[config.mk]
export PLATFORM = sky130hd
export DESIGN_NAME = actuation_safety_supervisor_unit
export DESIGN_NICKNAME = d
export VERILOG_FILES = /design/src/hdl/acss_pkg.sv /design/src/hdl/acss_cfg.sv /design/src/hdl/acss_core.sv /design/src/hdl/actuation_safety_supervisor_unit.sv
export SDC_FILE = /design/constraint.sdc
export NUM_CORES = 1
export LEC_CHECK = 0
export BUFFER_PORTS_ARGS = -buffer_cell sky130_fd_sc_hd__buf_2
export CAP_MARGIN = 25
export CORE_ASPECT_RATIO = 0.75
export CORE_MARGIN = 3
export CORE_UTILIZATION = 48
export CTS_BUF_LIST = sky130_fd_sc_hd__clkbuf_8
export DETAILED_ROUTE_END_ITERATION = 8
export GPL_ROUTABILITY_DRIVEN = 0
export PLACE_DENSITY = 0.66
export SYNTH_ARGS = -nofsm -noshare
export SYNTH_HDL_FRONTEND = slang
export SYNTH_SLANG_ARGS = --single-unit
[constraint.sdc]
create_clock -name i_clk -period 6.8 [get_ports i_clk]
set_clock_uncertainty 0.1 [all_clocks]
set_input_delay 1.02 -clock i_clk [delete_from_list [all_inputs] [get_ports i_clk]]
set_output_delay 1.02 -clock i_clk [all_outputs]
set_load 0.1 [all_outputs]
[src/hdl/acss_pkg.sv]
// Shared types and constants for the actuation safety supervisor.
package acss_pkg;

    localparam int unsigned CFG_DATA_BITS = 32;
    localparam int unsigned CFG_INDEX_BITS = 2;
    localparam int unsigned FIELD_TIME_BITS = 32;

    localparam logic [CFG_INDEX_BITS-1:0] REG_ARMED = 2'd0;
    localparam logic [CFG_INDEX_BITS-1:0] REG_LOCKOUT = 2'd1;
    localparam logic [CFG_INDEX_BITS-1:0] REG_GRACE = 2'd2;
    localparam logic [CFG_INDEX_BITS-1:0] REG_DEFAULT_TTL = 2'd3;

    localparam logic [FIELD_TIME_BITS-1:0] RST_LOCKOUT_MS = 32'd10000;
    localparam logic [FIELD_TIME_BITS-1:0] RST_GRACE_MS = 32'd750;
    localparam logic [FIELD_TIME_BITS-1:0] RST_DEFAULT_TTL_MS = 32'd500;

    localparam logic [1:0] KIND_TICK = 2'd0;
    localparam logic [1:0] KIND_PERMIT = 2'd1;
    localparam logic [1:0] KIND_HEARTBEAT = 2'd2;

    localparam logic [1:0] DENY_NONE = 2'd0;
    localparam logic [1:0] DENY_NOT_ARMED = 2'd1;
    localparam logic [1:0] DENY_LOCKOUT = 2'd2;
    localparam logic [1:0] DENY_CLASS_SWITCH = 2'd3;

    localparam logic [2:0] CLASS_GATE = 3'd3;

    typedef struct packed {
        logic                       armed;
        logic [FIELD_TIME_BITS-1:0] lockout_ms;
        logic [FIELD_TIME_BITS-1:0] grace_ms;
        logic [FIELD_TIME_BITS-1:0] default_ttl_ms;
    } t_cfg;

    typedef struct packed {
        logic [1:0]                 kind;
        logic [FIELD_TIME_BITS-1:0] now_ms;
        logic                       override_active;
        logic                       c3_enable;
        logic [2:0]                 action_class;
        logic [FIELD_TIME_BITS-1:0] ttl_ms;
        logic [FIELD_TIME_BITS-1:0] hard_cap_ms;
    } t_item;

    typedef struct packed {
        logic       release_outputs;
        logic       override_event;
        logic       link_release_event;
        logic       granted;
        logic [1:0] deny_reason;
    } t_result;

endpackage

[src/hdl/acss_cfg.sv]
// Configuration register file of the actuation safety supervisor.
module acss_cfg (
    input  logic                                i_clk,
    input  logic                                i_rst_n,
    input  logic                                i_cfg_we,
    input  logic [acss_pkg::CFG_INDEX_BITS-1:0] i_cfg_index,
    input  logic [acss_pkg::CFG_DATA_BITS-1:0]  i_cfg_data,
    output acss_pkg::t_cfg                      o_cfg
);

    acss_pkg::t_cfg r_cfg;

    always_ff @(posedge i_clk) begin
        if (!i_rst_n) begin
            r_cfg.armed          <= 1'b0;
            r_cfg.lockout_ms     <= acss_pkg::RST_LOCKOUT_MS;
            r_cfg.grace_ms       <= acss_pkg::RST_GRACE_MS;
            r_cfg.default_ttl_ms <= acss_pkg::RST_DEFAULT_TTL_MS;
        end else if (i_cfg_we) begin
            unique case (i_cfg_index)
                acss_pkg::REG_ARMED:       r_cfg.armed          <= i_cfg_data[0];
                acss_pkg::REG_LOCKOUT:     r_cfg.lockout_ms     <= i_cfg_data;
                acss_pkg::REG_GRACE:       r_cfg.grace_ms       <= i_cfg_data;
                acss_pkg::REG_DEFAULT_TTL: r_cfg.default_ttl_ms <= i_cfg_data;
                default: begin
                end
            endcase
        end
    end

    assign o_cfg = r_cfg;

endmodule

[src/hdl/acss_core.sv]
// Supervisor state and the combinational decision logic for one event.
module acss_core #(
    parameter int unsigned TIME_BITS = 32
) (
    input  logic              i_clk,
    input  logic              i_rst_n,
    input  logic              i_step,
    input  acss_pkg::t_item   i_item,
    input  acss_pkg::t_cfg    i_cfg,
    output acss_pkg::t_result o_result
);

    logic [TIME_BITS-1:0] r_heartbeat;
    logic [TIME_BITS-1:0] r_start;
    logic [TIME_BITS-1:0] r_ttl;
    logic [TIME_BITS-1:0] r_cap;
    logic [TIME_BITS-1:0] r_until;
    logic                 r_c3_closed;

    logic [TIME_BITS-1:0] n_heartbeat;
    logic [TIME_BITS-1:0] n_start;
    logic [TIME_BITS-1:0] n_ttl;
    logic [TIME_BITS-1:0] n_cap;
    logic [TIME_BITS-1:0] n_until;
    logic                 n_c3_closed;

    logic [TIME_BITS-1:0] w_now;
    logic [TIME_BITS-1:0] w_req_ttl;
    logic [TIME_BITS-1:0] w_req_cap;
    logic [TIME_BITS-1:0] w_lockout;
    logic [TIME_BITS-1:0] w_grace;
    logic [TIME_BITS-1:0] w_dflt_ttl;
    logic [TIME_BITS-1:0] w_run;
    logic [TIME_BITS-1:0] w_silence;
    logic                 w_stale;
    logic                 w_expired;
    logic                 w_capped;
    acss_pkg::t_result    w_result;

    assign w_now      = TIME_BITS'(i_item.now_ms);
    assign w_req_ttl  = TIME_BITS'(i_item.ttl_ms);
    assign w_req_cap  = TIME_BITS'(i_item.hard_cap_ms);
    assign w_lockout  = TIME_BITS'(i_cfg.lockout_ms);
    assign w_grace    = TIME_BITS'(i_cfg.grace_ms);
    assign w_dflt_ttl = TIME_BITS'(i_cfg.default_ttl_ms);

    assign w_run     = w_now - r_start;
    assign w_silence = w_now - r_heartbeat;
    assign w_stale   = w_silence > w_grace;
    assign w_expired = (r_ttl != '0) && (w_run > r_ttl);
    assign w_capped  = (r_cap != '0) && (w_run > r_cap);

    always_comb begin
        n_heartbeat = r_heartbeat;
        n_start     = r_start;
        n_ttl       = r_ttl;
        n_cap       = r_cap;
        n_until     = r_until;
        n_c3_closed = r_c3_closed;
        w_result    = '0;
        unique case (i_item.kind)
            acss_pkg::KIND_TICK: begin
                if (i_item.override_active) begin
                    n_until = w_now + w_lockout;
                end
                n_c3_closed = i_item.c3_enable;
                if (w_stale || w_expired || w_capped) begin
                    n_ttl = '0;
                end
                w_result.override_event     = i_item.override_active;
                w_result.link_release_event = w_stale;
                w_result.release_outputs    = i_item.override_active || w_stale
                                              || w_expired || w_capped;
            end
            acss_pkg::KIND_PERMIT: begin
                if (!i_cfg.armed) begin
                    w_result.deny_reason = acss_pkg::DENY_NOT_ARMED;
                end else if (w_now < r_until) begin
                    w_result.deny_reason = acss_pkg::DENY_LOCKOUT;
                end else if ((i_item.action_class >= acss_pkg::CLASS_GATE) && !r_c3_closed) begin
                    w_result.deny_reason = acss_pkg::DENY_CLASS_SWITCH;
                end else begin
                    n_start          = w_now;
                    n_ttl            = (w_req_ttl != '0) ? w_req_ttl : w_dflt_ttl;
                    n_cap            = w_req_cap;
                    w_result.granted = 1'b1;
                end
            end
            acss_pkg::KIND_HEARTBEAT: begin
                n_heartbeat = w_now;
            end
            default: begin
            end
        endcase
    end

    always_ff @(posedge i_clk) begin
        if (!i_rst_n) begin
            r_heartbeat <= '0;
            r_start     <= '0;
            r_ttl       <= '0;
            r_cap       <= '0;
            r_until     <= '0;
            r_c3_closed <= 1'b0;
        end else if (i_step) begin
            r_heartbeat <= n_heartbeat;
            r_start     <= n_start;
            r_ttl       <= n_ttl;
            r_cap       <= n_cap;
            r_until     <= n_until;
            r_c3_closed <= n_c3_closed;
        end
    end

    assign o_result = w_result;

endmodule

[src/hdl/actuation_safety_supervisor_unit.sv]
// Top level of the actuation safety supervisor: input stage, result stage, wiring.
//
//  Channel  | Handshake          | Beat contents
//  ---------+--------------------+------------------------------------------------
//  event in | i_valid / o_ready  | kind, now_ms, override, c3 enable, class, ttl, cap
//  result   | o_valid / i_ready  | release, override, link release, granted, deny
//  config   | i_cfg_we           | i_cfg_index, i_cfg_data (write only)
//
// One event is accepted every cycle while the result side does not stall.
// Each event waits in the input stage; its result is registered as the state updates.
// Active-low synchronous reset clears valids and state and sets config reset values.
// A stall on the result side fills the input stage, then drops o_ready.
module actuation_safety_supervisor_unit #(
    parameter int unsigned TIME_BITS = 32
) (
    input  logic        i_clk,
    input  logic        i_rst_n,
    input  logic        i_valid,
    output logic        o_ready,
    input  logic [1:0]  i_kind,
    input  logic [31:0] i_now_ms,
    input  logic        i_override_active,
    input  logic        i_c3_enable,
    input  logic [2:0]  i_action_class,
    input  logic [31:0] i_ttl_ms,
    input  logic [31:0] i_hard_cap_ms,
    output logic        o_valid,
    input  logic        i_ready,
    output logic        o_release_outputs,
    output logic        o_override_event,
    output logic        o_link_release_event,
    output logic        o_granted,
    output logic [1:0]  o_deny_reason,
    input  logic        i_cfg_we,
    input  logic [1:0]  i_cfg_index,
    input  logic [31:0] i_cfg_data
);

    acss_pkg::t_cfg    w_cfg;
    acss_pkg::t_item   r_item;
    acss_pkg::t_result r_result;
    acss_pkg::t_result w_result;
    logic              r_in_valid;
    logic              r_out_valid;
    logic              w_step;
    logic              w_take;

    assign w_step  = r_in_valid && (!r_out_valid || i_ready);
    assign o_ready = !r_in_valid || w_step;
    assign w_take  = i_valid && o_ready;

    acss_cfg u_cfg (
        .i_clk       (i_clk),
        .i_rst_n     (i_rst_n),
        .i_cfg_we    (i_cfg_we),
        .i_cfg_index (i_cfg_index),
        .i_cfg_data  (i_cfg_data),
        .o_cfg       (w_cfg)
    );

    acss_core #(
        .TIME_BITS (TIME_BITS)
    ) u_core (
        .i_clk    (i_clk),
        .i_rst_n  (i_rst_n),
        .i_step   (w_step),
        .i_item   (r_item),
        .i_cfg    (w_cfg),
        .o_result (w_result)
    );

    always_ff @(posedge i_clk) begin
        if (!i_rst_n) begin
            r_in_valid  <= 1'b0;
            r_out_valid <= 1'b0;
        end else begin
            if (w_take) begin
                r_in_valid <= 1'b1;
            end else if (w_step) begin
                r_in_valid <= 1'b0;
            end
            if (w_step) begin
                r_out_valid <= 1'b1;
            end else if (i_ready) begin
                r_out_valid <= 1'b0;
            end
        end
    end

    always_ff @(posedge i_clk) begin
        if (w_take) begin
            r_item.kind            <= i_kind;
            r_item.now_ms          <= i_now_ms;
            r_item.override_active <= i_override_active;
            r_item.c3_enable       <= i_c3_enable;
            r_item.action_class    <= i_action_class;
            r_item.ttl_ms          <= i_ttl_ms;
            r_item.hard_cap_ms     <= i_hard_cap_ms;
        end
        if (w_step) begin
            r_result <= w_result;
        end
    end

    assign o_valid              = r_out_valid;
    assign o_release_outputs    = r_result.release_outputs;
    assign o_override_event     = r_result.override_event;
    assign o_link_release_event = r_result.link_release_event;
    assign o_granted            = r_result.granted;
    assign o_deny_reason        = r_result.deny_reason;

    a_grant_clean: assert property (@(posedge i_clk) disable iff (!i_rst_n)
        (o_valid && o_granted) |-> (o_deny_reason == acss_pkg::DENY_NONE
                                    && !o_release_outputs))
        else $error("Granted beat carries a deny reason or a release.");

    a_link_releases: assert property (@(posedge i_clk) disable iff (!i_rst_n)
        (o_valid && o_link_release_event) |-> o_release_outputs)
        else $error("Link release beat without release.");

    a_override_releases: assert property (@(posedge i_clk) disable iff (!i_rst_n)
        (o_valid && o_override_event) |-> o_release_outputs)
        else $error("Override beat without release.");

    a_stage_holds: assert property (@(posedge i_clk) disable iff (!i_rst_n)
        (r_in_valid && r_out_valid && !i_ready) |=> (r_in_valid && r_out_valid))
        else $error("Pipeline dropped a beat while stalled.");

endmodule
== After elaboration in Yosys (flattened, before gate mapping) ==
Cells that the tools add are included.
Word-level totals
  flip-flop bits (word level): 369
  bits of input ports: 142
  logic and storage cells: 94
Cells by class
  order comparisons: 5
  bitwise gates (word level): 4
  reduce and logical (&&, ||, !) cells: 34
  mux-type cells: 14
  equal/unequal tests: 9
  $add $sub $neg: 3
Operators with widths (count)
  $mux W32: 5
  $gt A32 B32 Y1: 3
  $reduce_bool A32 Y1: 3
  $pmux W32 S2: 1
  $sub A32 B32 Y32: 2
  $add A32 B32 Y32: 1
  $lt A32 B32 Y1: 1
  $reduce_and A2 Y1: 7
  $logic_or A1 B1 Y1: 7
  $eq A2 B2 Y1 const B: 3
  $mux W1: 6
  $ne A2 B2 Y1 const B: 3
  $reduce_and A6 Y1: 1
  $reduce_bool A2 Y1: 3
  $logic_and A1 B1 Y1: 5
  $reduce_and A5 Y1: 1
  $eq A2 B1 Y1 const B: 2
  $logic_not A2 Y1: 2
  $mux W2: 2
  $not A1 Y1: 4
  $ge A3 B2 Y1 const B: 1
  $logic_not A1 Y1: 3
  $reduce_and A3 Y1: 1
  $reduce_or A3 Y1: 1
  $ne A2 B1 Y1 const B: 1

== Depth between registers and ports, before layout ==
  depth in word-level cells: 7
  mapped depth: 24

== Modules after synthesis ==
A second synthesis with hierarchy kept.
Second synthesis, totals
  cell total of the unflattened synthesis: 2307
  area total of the unflattened synthesis: 21139.0 sq um
Modules (own cells, without submodules)
  acss_core: instances 1, area an instance 13997.2 sq um, seq. area each 3223.1 sq um, cells an instance 1822
  acss_cfg: instances 1, area an instance 3764.9 sq um, seq. area each 1941.9 sq um, cells an instance 367
  actuation_safety_supervisor_unit: instances 1, area an instance 3377.0 sq um, seq. area each 3313.2 sq um, cells an instance 118

== Worst setup path before layout ==
No wires, ideal clock.
  kind: reg2reg
  from: reg r_item[69] in the netlist's numbering
  to: reg r_result (netlist bit o_release_outputs), data pin
  path buffers: 1
  period minus slack after synthesis: 4.929 ns
  data required time: 6.446 ns
  cell stages (with the launch flop): 25
  path slack: 1.871 ns
  arrival time: 4.575 ns
  cells stage by stage: edfxtp_1 -> inv_1 -> ha_1 -> inv_1 -> fa_1 -> a21o_1 -> a21oi_1 -> o21a_1 -> o21ai_0 -> nand2_1 -> o22ai_1 -> o21ai_0 -> o21bai_1 -> xor2_1 -> ha_1 -> a21o_1 -> a21o_1 -> a211o_1 -> a21o_1 -> a221o_1 -> a21oi_1 -> a311o_1 -> nand3_1 -> clkbuf_1 -> o21a_1
Between the ends
  word-level cells in the longest chain between the ends: 5
  elaborated cells on any way between the ends: 10
  classes of those cells: add/sub: 2; order compare: 3; reduce/logical: 5
RTL lines
  start, declared: RTL line actuation_safety_supervisor_unit.sv:40  | acss_pkg::t_item r_item;
  $sub A32 B32 Y32 (on tied branches): RTL line acss_core.sv:48, acss_core.sv:47
  $gt A32 B32 Y1 (on tied branches): RTL line acss_core.sv:49, acss_core.sv:50
  $logic_or A1 B1 Y1 / $logic_and A1 B1 Y1 (equally long branches): RTL line acss_core.sv:72, acss_core.sv:50
  $logic_or A1 B1 Y1: RTL line acss_core.sv:73  | || w_expired || w_capped;
  $logic_or A1 B1 Y1 *: RTL line acss_core.sv:73
  end signal, assigned: RTL line actuation_safety_supervisor_unit.sv:101  | r_result <= w_result;
  end, declared: RTL line actuation_safety_supervisor_unit.sv:41  | acss_pkg::t_result r_result;
Every way passes the cells marked *; elsewhere a longest branch is shown, timed or not.
A chain may end at the register's enable or synchronous reset.

== Worst setup path in the final report ==
Same ends and word-level chain as after synthesis.

==> flow_metrics.tcl <==
set metrics [dict create \
    crit_path_max_fanout 33 \
    max_stage_delay_ns 0.56 \
    peakVddDrop_mv 0.153 \
    gr-total-overflow 0 \
    utilization 0.550 \
    antenna_found_initial 0 \
    post_drt_wl_per_cell_um 19.1 \
    core_um2 42600 \
    drc 0 \
    grt_pass1_vias 17100 \
    hold_class "flop to flop" \
    switching_power_mw 1.50 \
    syn_area_per_cell_um2 8.49 \
    synth_warnings 0 \
    cp.required_ns 7.13 \
    routed_wl_um 61600 \
    cp-end-kind "flop" \
    syn-instance-count 2476 \
    cp.arrival_ns 6.28 \
    clkSlewWorstSetupHoldPaths_ns 0.07 \
    drt-initial-drc-count 1602 \
    cts_tree "built" \
    ys.flop_type "dfxtp_1" \
    r2r-start "r_item[69]" \
    power.internal_mw 3.63 \
    postRouteAntennaNets 0 \
    p_comb_frac 0.158 \
    fin_hold_ws_ns 0.354 \
    min_path_cells 2 \
    power_density_nw_per_um2 219 \
    grt_usage 0.260 \
    holdBufCountCts 0 \
    ys_seq_area_frac 0.404 \
    start_util 0.493 \
    r2r_slack_ns 0.85 \
    crit_family "compound AO/OA/AOI/OAI gates" \
    ys_ff_latch 369 \
    clk_path_buf_depth 3 \
    synth-edff-count 109 \
    synth.distinct_cells 68 \
    setup_total_negative_slack_ns 0 \
    root_buffer "clkbuf_8" \
    layout-drive-gt1-share 0.102 \
    clk_latency_ns 0.68 \
    viasPerCell 5.70 \
    fp-row-count 65 \
    worstSetupPathType "flop to flop" \
    setup_violations 0 \
    r2r_cells 21 \
    cts_buffers 60 \
    dpl.hpwl_um 45700 \
    min_period_over_period 0.875 \
    drv_slew 0 \
    portBuffers 149 \
    fin_nets 2966 \
    cts_repair_resize_count 0 \
    die_w_um 248 \
    synth_fp_nets 2841 \
    postCtsSetupBuffers 0 \
    status "completed" \
    multi_input_area_um2 11300 \
    path_buf_inv 3 \
    rr_endpoint "o_release_outputs" \
    grt_first_pass_wirelength_um 95500 \
    switching_share 0.293 \
    max_cap_viol_count 0 \
    min_to "u_cfg.o_cfg[11]" \
    worst_slew_pin_slew_ns 0.924 \
    fmax_mhz 168 \
    cp_slowest_cell "o21ai_0" \
    die-area_um2 46300 \
    vias 18400 \
    hold_violations 0 \
    path_cells "inv_1, ha_1, inv_1, fa_1, a211oi_1, o21bai_1, a21o_1, a2111oi_0, nor2_1, a21oi_1, o21ai_0, o41a_1, xnor2_1, ha_1, nand4_1, nor4_1, nand2_1, o21ai_0, nand3_1, buf_4, o21a_1" \
    hold_path.startpoint "u_cfg.o_cfg[11]" \
    finalCriticalPeriod_ns 5.95 \
    cts_max_level 2 \
    grt_max_degree 113 \
    rsz0062_at_grt "no" \
    syn2layout_area_growth_pct 11.5 \
    pwr-share-seq 0.469 \
    start_kind "flop" \
    fillers 4014 \
    seqCellArea_um2 8480 \
    p_leak_nw 9.32 \
    netlist_area_um2 21000 \
    drtPass1Iterations 6 \
    n_antenna_cell 0 \
    io-pin-count 150 \
    slew_headroom 0.384 \
    fp.dieH_um 187 \
    clock_sinks 369 \
    p_clk_frac 0.373 \
    async_flop_share 0 \
]
## synthesized netlist by cell type (all sizes together), types with 20 or more instances
cell / n / share of area
buf: 24 / 0.0051
nand3: 45 / 0.011
nand4: 37 / 0.011
edfxtp: 109 / 0.16
nor4: 28 / 0.0083
xnor2: 49 / 0.020
nor2: 96 / 0.017
nand2: 495 / 0.088
o31ai: 36 / 0.013
and3: 20 / 0.0060
xor2: 25 / 0.010
a21oi: 338 / 0.081
inv: 215 / 0.038
o21ai: 52 / 0.012
dfxtp: 260 / 0.25
mux2i: 26 / 0.012
nor3: 20 / 0.0048
clkbuf: 80 / 0.014
ha: 220 / 0.13
a21o: 93 / 0.033
## state kept, by name (all words and copies together) (netlist names)
name,cells
o_link_release_event,1
r_item,103
o_valid,1
o_deny_reason,2
o_override_event,1
u_core.r_ttl,32
r_in_valid,1
u_core.r_until,32
u_core.r_heartbeat,32
u_core.r_c3_closed,1
o_release_outputs,1
u_cfg.o_cfg,97
u_core.r_start,32
o_granted,1
u_core.r_cap,32
## per-layer routing
layer,vias to the layer above,global-route usage,wire (um)
met1,8690,0.392,29600
met5,-,0,0
li1,8926,-,-
met3,72,0.0552,5190
met4,0,0.0704,1290
met2,667,0.376,25600
## worst register-to-register path: stages, from the launching register on
cell and delay [ns]:
edfxtp_1 0.46, inv_1 0.12, ha_1 0.19, inv_1 0.06, fa_1 0.42, a211oi_1 0.23
o21bai_1 0.11, a21o_1 0.25, a2111oi_0 0.42, nor2_1 0.14, a21oi_1 0.40, o21ai_0 0.21
o41a_1 0.35, xnor2_1 0.14, ha_1 0.30, nand4_1 0.15, nor4_1 0.40, nand2_1 0.08
o21ai_0 0.56, nand3_1 0.15, buf_4 0.28, o21a_1 0.21
## cell type report
class,instances,share of cell area
Timing Repair Buffer,167,0.0381
Multi-Input combinational cell,1787,0.484
Tap cell,569,0.0304
Clock inverter,44,0.00988
Sequential cell,369,0.362
Inverter,216,0.0348
Clock buffer,69,0.0405
## power groups by stage
stage	sequential, mW	clock [mW]	combinational [mW]
3_5_place_dp	2.45	0	0.795
2_1_floorplan	2.44	0	0.547
4_1_cts	2.40	1.96	0.802
6_report	2.41	1.91	0.812
3_3_place_gp	2.45	0	0.769
5_1_grt	2.41	2.08	0.902
## cells in the final DEF, fill, tap and decap left out, types with 45 or more instances in the layout
cell type	instances
o21ai_0	51
nor2_1	94
clkbuf_8	69
buf_2	149
dfxtp_1	260
nand2_1	494
nand3_1	45
a21oi_1	338
ha_1	220
xnor2_1	49
a21o_1	93
edfxtp_1	109
inv_1	240
## kinds of logic after synthesis
logic type               after synthesis  share of synthesized area
AND/OR/NAND/NOR                      808                      0.168
AO/OA/AOI/OAI                        656                      0.194
flip-flops                           369                      0.404
buffers and inverters                320                     0.0579
adder cells (fa/ha/maj)              223                      0.134
XOR/XNOR                              74                     0.0308
multiplexers                          26                     0.0124
## worst max-delay path by stage
stage / start / to / cells past startpoint
6_report: r_item[69] / o_release_outputs / 21
4_1_cts: r_item[69] / o_release_outputs / 21
5_1_grt: r_item[69] / o_release_outputs / 21
3_3_place_gp: r_item[69] / o_release_outputs / 21
3_5_place_dp: r_item[69] / o_release_outputs / 21
2_1_floorplan: r_item[69] / o_release_outputs / 24
## stage by stage
stage	instance area [um^2]	cells	total power, mW	setup slack, ns
2_1_floorplan	21000	2476	2.98	1.87
3_3_place_gp	22200	3108	3.22	1.01
3_5_place_dp	22200	3108	3.25	0.978
4_1_cts	23400	3221	5.17	0.930
5_1_grt	23400	3221	5.39	0.415
6_report	23400	3221	5.13	0.850
Power figures use the tool's default switching activity.
